[src/design/kbpf_pkg.sv]
`default_nettype none
// ----------------------------------------------------------------------------
// kbpf_pkg
// Shared types and constants for the kinematic blend position filter.
// ----------------------------------------------------------------------------
package kbpf_pkg;

    localparam int COUNT_WIDTH = 16;
    localparam int STATE_COUNT = 6;
    localparam int SIDX_W      = 3;
    localparam int CFG_IDX_W   = 2;
    localparam int CFG_DATA_W  = 31;
    localparam int SUM_W       = 48;

    localparam logic [CFG_IDX_W-1:0] CFG_GAIN = 2'd0;
    localparam logic [CFG_IDX_W-1:0] CFG_STEP = 2'd1;
    localparam logic [CFG_IDX_W-1:0] CFG_HALF = 2'd2;
    localparam logic [CFG_IDX_W-1:0] CFG_MODE = 2'd3;

    localparam logic [1:0] MODE_NONE = 2'd0;
    localparam logic [1:0] MODE_POS  = 2'd1;
    localparam logic [1:0] MODE_ALL  = 2'd2;
    localparam logic [1:0] MODE_VEL  = 2'd3;

    localparam logic OP_READING  = 1'b0;
    localparam logic OP_ESTIMATE = 1'b1;

    // one queued command between front and back
    typedef struct packed {
        logic               opcode;
        logic signed [31:0] accel_x;
        logic signed [31:0] accel_y;
        logic [30:0]        duration;
    } t_cmd;

    typedef enum logic [3:0] {
        ST_IDLE,
        ST_PRED,     // predictions, one multiply a cycle
        ST_BLEND,    // blend each element
        ST_DIV,      // averages through the serial divider
        ST_VELPOS,   // velocity mode position products
        ST_COMMIT,
        ST_OUT
    } t_state;

    // saturate a 66-bit signed value to 32 bits
    function automatic logic signed [31:0] sat32(input logic signed [65:0] v);
        if (v > 66'sd2147483647) begin
            return 32'sh7fffffff;
        end else if (v < -66'sd2147483648) begin
            return 32'sh80000000;
        end
        return v[31:0];
    endfunction

    // round a product /65536 to nearest, ties up (arithmetic shift floors)
    function automatic logic signed [65:0] rnd16(input logic signed [65:0] p);
        logic signed [65:0] t;
        t = p + 66'sd32768;
        return t >>> 16;
    endfunction

endpackage
`default_nettype wire

[src/design/kbpf_front.sv]
`default_nettype none
// ----------------------------------------------------------------------------
// kbpf_front
// Input stage and two-entry command queue toward the back end.
// ----------------------------------------------------------------------------
module kbpf_front (
    input  wire logic           i_clk,
    input  wire logic           i_rst_n,
    input  wire logic           i_valid,
    output logic                o_ready,
    input  wire kbpf_pkg::t_cmd i_cmd,
    output logic                o_valid,
    input  wire logic           i_pop,
    output kbpf_pkg::t_cmd      o_cmd
);
    kbpf_pkg::t_cmd r_mem [2];
    logic       r_wp, r_rp;
    logic [1:0] r_cnt;
    logic       w_push, w_pop;

    assign o_ready = (r_cnt != 2'd2);
    assign o_valid = (r_cnt != 2'd0);
    assign o_cmd   = r_mem[r_rp];
    assign w_push  = i_valid && o_ready;
    assign w_pop   = i_pop && o_valid;

    always_ff @(posedge i_clk) begin
        if (w_push) begin
            r_mem[r_wp] <= i_cmd;
        end
    end

    always_ff @(posedge i_clk) begin
        if (!i_rst_n) begin
            r_wp  <= 1'b0;
            r_rp  <= 1'b0;
            r_cnt <= 2'd0;
        end else begin
            if (w_push) r_wp <= ~r_wp;
            if (w_pop)  r_rp <= ~r_rp;
            r_cnt <= r_cnt + {1'b0, w_push} - {1'b0, w_pop};
        end
    end
endmodule
`default_nettype wire

[config.mk]
export PLATFORM = sky130hd
export DESIGN_NAME = kbpf_front
export DESIGN_NICKNAME = d
export VERILOG_FILES = /design/src/design/kbpf_pkg.sv /design/src/design/kbpf_front.sv
export SDC_FILE = /design/constraint.sdc
export NUM_CORES = 1
export LEC_CHECK = 0
export BUFFER_PORTS_ARGS = -buffer_cell sky130_fd_sc_hd__buf_2
export CAP_MARGIN = 30
export CORE_MARGIN = 1.5
export CORE_UTILIZATION = 55
export DETAILED_ROUTE_END_ITERATION = 12
export PLACE_DENSITY = 0.83
export SLEW_MARGIN = 20
export SYNTH_ARGS = -nofsm -noshare
export SYNTH_HDL_FRONTEND = slang
export SYNTH_SLANG_ARGS = --single-unit
[constraint.sdc]
create_clock -name i_clk -period 10.1 [get_ports i_clk]
set_clock_uncertainty 0.15 [all_clocks]
set_input_delay 0.505 -clock i_clk [delete_from_list [all_inputs] [get_ports i_clk]]
set_output_delay 0.505 -clock i_clk [all_outputs]
set_load 0.01 [all_outputs]
==> impl_metrics.yaml, run 1 <==
worst_hold_path:
  whs_path_depth: 1
  worstHoldStart: "i_cmd[36]"
  hp-class: "in2reg"
  hold_path_end: "r_mem[0][36]$_DFFE_PP_"
placed_design:
  place.gp.congestion: 0.740
  hpwlAfterDp_um: 8230
  portBuffers: 197
clocking:
  worst_skew_pair.late_latency_ps: 420
  cts_tree: "built"
  clock_sinks: 197
  cts_buffers: 17
  root_buffer: "clkbuf_16"
  clk_path_buf_depth: 2
  htreeDepth: 4
  hold_buffers: 0
  cts-resized-gates: 0
  cts_setup_buffers: 0
  path_clk_slew_ps: 70
run:
  max-cap-violations: 0
timing:
  post-route-period-util_pct: 30.0
  tns_ps: 0
  hold_viol: 0
  fin_crit_ps: 3030
  max_clock_freq_ghz: 0.330
  tightestPinTransition_ps: 747
  rsz0062_at_grt: "false"
  maxSlewHeadroom_pct: 50.2
  finalSetupViolCount: 0
  maxSlewViolCount: 0
die:
  die_area_um2: 14100
  core_region_area_um2: 13100
  start_util_pct: 56.0
  fp.dieH_um: 119
  die_width_um: 119
  io-pin-count: 198
  rows: 42
power:
  p_leak_uw: 0.00350
  power_density_nw_per_um2: 252
  power_uw: 2300
  seqPwrFrac_pct: 46.7
  intPower_uw: 1730
  peakVddDrop_v: 0.000162
  comb_power_share_pct: 22.9
  p_switching_uw: 572
  p_clk_share_pct: 30.4
  p_sw_share_pct: 24.8
synthesis:
  synth_cell_types: 20
  synth_seq_cells: 197
  ys_warn_count: 0
  synth_top_cell_area_share_pct: 78.3
  netlist_instances: 323
  yosysTopAreaCell: "edfxtp_1"
  avgSynthCellArea_um2: 22.8
  synthesis.area_um2: 7360
  syn_nets: 425
  synth.area.top_cells: "edfxtp_1 (78%), mux2_2 (8.6%), mux2_4 (8.2%)"
  ys_seq_area_share_pct: 79.7
grt:
  track_usage_pct: 18.2
  grt_overflow_total: 0
  grt_pass1_vias: 3817
  grt_pass1_wl_um: 19100
  grt_start_max_net_pins: 74
  grt_antenna_before_repair: 0
route:
  wirelength_um: 12600
  met1_length_um: 5190
  first_pass_iters: 4
  wire_per_inst_um: 17.5
  drc_errors: 0
  vias: 3677
  top_layer_used: "met4"
  met3_length_um: 910
  ant_nets: 0
  viasPerCell: 5.10
  wl_met2_um: 6310
  first_iter_violations: 255
worst_setup_path:
  r2r_cells: 5
  cp_max_fo: 48
  cp-end-kind: "output port"
  r2r_start: "r_cnt[0]$_SDFF_PN0_"
  crit_arrival_ps: 2370
  reg2reg_to: "r_mem[0][25]$_DFFE_PP_"
  crit_path_start_kind: "register"
  critPathRequiredTime_ps: 9450
  worst-r2r-setup-slack_ps: 7480
  critical_path_class: "reg2out"
finish:
  regArea_um2: 5870
  fillers: 858
  multi_input_area_um2: 1370
  mostFrequentLayoutCells: "buf_2 (197), edfxtp_1 (192), mux2_2 (56)"
  layout-drive-gt1-share_pct: 60.0
  final_nets: 635
  layout_commonest_cell: "buf_2"
  diodes: 0
  syn2layout_area_growth_pct: 24.2
status:
  status: "completed"
[registers in the layout (all words and copies together), names as in the netlist, named ones only]
register and flops:
r_wp 1, r_mem 192, r_rp 1, r_cnt 2
[cell families (layout without fill, tap and decap cells)]
logic type / after synthesis / count (layout) / share of synthesized area [%]
flops: 197 / 197 / 79.7
xor+xnor: 3 / 3 / 0.357
compound gates: 1 / 1 / 0.102
buf+inv: 12 / 234 / 1.84
simple gates: 11 / 11 / 0.833
mux: 97 / 97 / 16.9
fa+ha+maj: 2 / 2 / 0.340
[stage by stage]
step	worst slack (ps)	hold WS (ps)	util, %	cell area (um2)	instances
floorplan	4740	305	-	7360	323
global placement	7320	357	64.5	8480	688
detailed placement	7290	375	64.5	8480	688
CTS	6820	102	69.2	9090	719
global route	6960	101	69.6	9140	721
finish	7070	119	69.6	9140	721
[worst max-delay path, cell delays in order, from the launching register on]
cell and delay (ps):
dfxtp_4 680, buf_4 360, buf_16 310, mux2_2 390, buf_2 140
[per-layer routing]
metal / vias to the layer above / global-route usage, %
li1: 1690 / -
met1: 1815 / 21.6
met2: 153 / 30.7
met3: 19 / 6.61
met4: 0 / 6.63
met5: - / 0
[power by group through the flow]
stage          logic [uW]  clock network [uW]  registers [uW]
5_1_grt               566                 739            1090
4_1_cts               527                 713            1080
2_1_floorplan         384                   0            1080
6_report              528                 701            1080
3_3_place_gp          514                   0            1090
3_5_place_dp          523                   0            1090
[cell usage after synthesis, drive strengths merged]
| cell | n |
|---|---|
| edfxtp | 192 |
| mux2 | 96 |
| buf | 11 |
| dfxtp | 5 |
| xnor2 | 3 |
| and2 | 2 |
| ha | 2 |
| nand2 | 2 |
| nand2b | 2 |
| nor2b | 2 |
| and3 | 1 |
| inv | 1 |
| mux2i | 1 |
| nor2 | 1 |
| o21a | 1 |
| or2 | 1 |
[cell type report]
class                      instances  area share, %
clock buffer                      20           4.78
timing repair buffer             202           11.6
tap                              176           2.41
inverter                           1         0.0411
sequential                       197           64.2
multi-input combinational        114           15.0
clock inverter                    11           2.00
[worst max-delay path by stage]
stage	startpoint	end	slack (ps)	cells after the start
2_1_floorplan	r_cnt[0]$_SDFF_PN0_	r_mem[0][0]$_DFFE_PP_	4740	3
3_3_place_gp	register	o_cmd[46]	7320	3
3_5_place_dp	register	o_cmd[46]	7290	3
4_1_cts	register	o_cmd[54]	6820	3
5_1_grt	register	o_cmd[3]	6960	4
6_report	register	o_cmd[46]	7070	4
(Power assumes the default switching activity.)
==> run 2, diff against run 1 <==
--- a/config.mk
+++ b/config.mk
@@ -8,9 +8,9 @@
 export BUFFER_PORTS_ARGS = -buffer_cell sky130_fd_sc_hd__buf_2
 export CAP_MARGIN = 30
 export CORE_MARGIN = 1.5
-export CORE_UTILIZATION = 55
+export CORE_UTILIZATION = 52
 export DETAILED_ROUTE_END_ITERATION = 12
-export PLACE_DENSITY = 0.83
+export PLACE_DENSITY = 0.79
 export SLEW_MARGIN = 20
 export SYNTH_ARGS = -nofsm -noshare
 export SYNTH_HDL_FRONTEND = slang
==> constraint.sdc (replaced) <==
create_clock -name i_clk -period 2.8 [get_ports i_clk]
set_clock_uncertainty 0.15 [all_clocks]
set_input_delay 0.14 -clock i_clk [delete_from_list [all_inputs] [get_ports i_clk]]
set_output_delay 0.14 -clock i_clk [all_outputs]
set_load 0.01 [all_outputs]
==> run 2 against run 1 <==
  * Routed wire length is 11% higher
  * Die area is 5.6% higher
  * Power grew to 3.6 times the previous value
  * Highest routed layer unchanged
  * Critical path depth is 1 lower
  * Sequential cell count stayed put
  * Critical endpoint is now o_cmd[15]
  * Global-route usage is 1.0 points higher
==> impl_metrics.yaml, run 2 (synthesized netlist as in run 1, its figures left out) <==
status:
  status: "completed"
grt:
  track_usage_pct: 19.2
  grt_pass1_vias: 4356
  grt_antenna_before_repair: 0
  grt_start_max_net_pins: 61
  grt_pass1_wl_um: 21300
  grt_overflow_total: 0
power:
  p_leak_uw: 0.00390
  power_density_nw_per_um2: 817
  peakVddDrop_v: 0.000706
worst_setup_path:
  cp_max_fo: 28
  crit_path_start_kind: "register"
  cp-end-kind: "output port"
  critical_path_class: "reg2out"
  critPathRequiredTime_ps: 2510
  crit_arrival_ps: 1930
placed_design:
  dp_cells: 697
  hpwlAfterDp_um: 8320
  place.gp.congestion: 0.736
  portBuffers: 197
clocking:
  cts_buffers: 17
  hold_buffers: 98
  cts_tree: "built"
  htreeDepth: 4
  cts-resized-gates: 0
  clock_sinks: 197
  clk_path_buf_depth: 2
  path_clk_slew_ps: 70
  root_buffer: "clkbuf_16"
  worst_skew_pair.late_latency_ps: 420
  cts_setup_buffers: 0
route:
  vias: 4069
  viasPerCell: 4.92
  ant_nets: 0
  first_iter_violations: 193
  wire_per_inst_um: 16.9
  top_layer_used: "met4"
  drc_errors: 0
  wl_met2_um: 7160
  first_pass_iters: 4
  met1_length_um: 5480
  met3_length_um: 1050
  wirelength_um: 14000
timing:
  tns_ps: 0
  finalSetupViolCount: 0
  maxSlewViolCount: 0
  post-route-period-util_pct: 79.2
  tightestPinTransition_ps: 574
  hold_viol: 0
  maxSlewHeadroom_pct: 61.7
  fin_crit_ps: 2220
  rsz0062_at_grt: "false"
  max_clock_freq_ghz: 0.451
finish:
  largest-register: "r_mem"
  diodes: 0
  instances_no_fill: 827
  largest_register_ffs: 192
  mostFrequentLayoutCells: "buf_2 (197), edfxtp_1 (192), dlygate4sd3_1 (98)"
  largestRegisters: "r_mem (192), r_cnt (2)"
  layout-drive-gt1-share_pct: 51.2
  final_nets: 736
  syn2layout_area_growth_pct: 37.3
  finish.utilization_pct: 73.1
  layout_commonest_cell: "buf_2"
die:
  start_util_pct: 53.2
  rows: 43
  core_region_area_um2: 13800
  die_width_um: 122
  die_area_um2: 14900
  fp.dieH_um: 122
  io-pin-count: 198
run:
  max-cap-violations: 0
worst_hold_path:
  hp-class: "in2reg"
[run 2: worst max-delay path, stage by stage (launching register included)]
cell and delay (ps):
dfxtp_4 620, buf_4 360, mux2_2 380, buf_2 140
[run 2: layout make-up]
| cell class | instances | area (um2) |
|---|---|---|
| Clock buffer | 20 | 437 |
| Multi-Input combinational cell | 114 | 1370 |
| Tap cell | 180 | 225 |
| Inverter | 1 | 3.75 |
| Timing Repair Buffer | 303 | 2060 |
| Clock inverter | 12 | 131 |
| Sequential cell | 197 | 5870 |
| Fill cell | 775 | 3720 |
[run 2: final timing paths]
kind                                     startpoint                  end  slack (ps)  cells past startpoint
worst min register to register    r_wp$_SDFFE_PN0N_    r_wp$_SDFFE_PN0N_         440                      2
worst max register to register  r_cnt[0]$_SDFF_PN0_  r_cnt[1]$_SDFF_PN0_         700                      8
worst min-delay path                          i_pop             register         120                      4
worst max-delay path                       register            o_cmd[15]         580                      3
[run 2: through the flow]
stage          hold WS [ps]  worst slack (ps)  power [uW]  area (um2)
2_1_floorplan          88.9               121        5230        7370
3_3_place_gp            177               884        5830        8560
3_5_place_dp            181               834        5900        8560
4_1_cts                56.8               557        8290       10100
5_1_grt                 143               494        8610       10100
6_report                122               582        8260       10100
[run 2: power breakdown]
part | switching [uW] | internal (uW)
Combinational | 1010 | 1070
Clock | 989 | 1320
Sequential | 159 | 3700
Total | 2160 | 6090
[run 2: routing by layer]
metal	vias to the layer above	GRT usage (%)
met5	-	0
met4	0	7.50
met3	25	6.51
met2	174	33.1
met1	1976	22.3
li1	1894	-
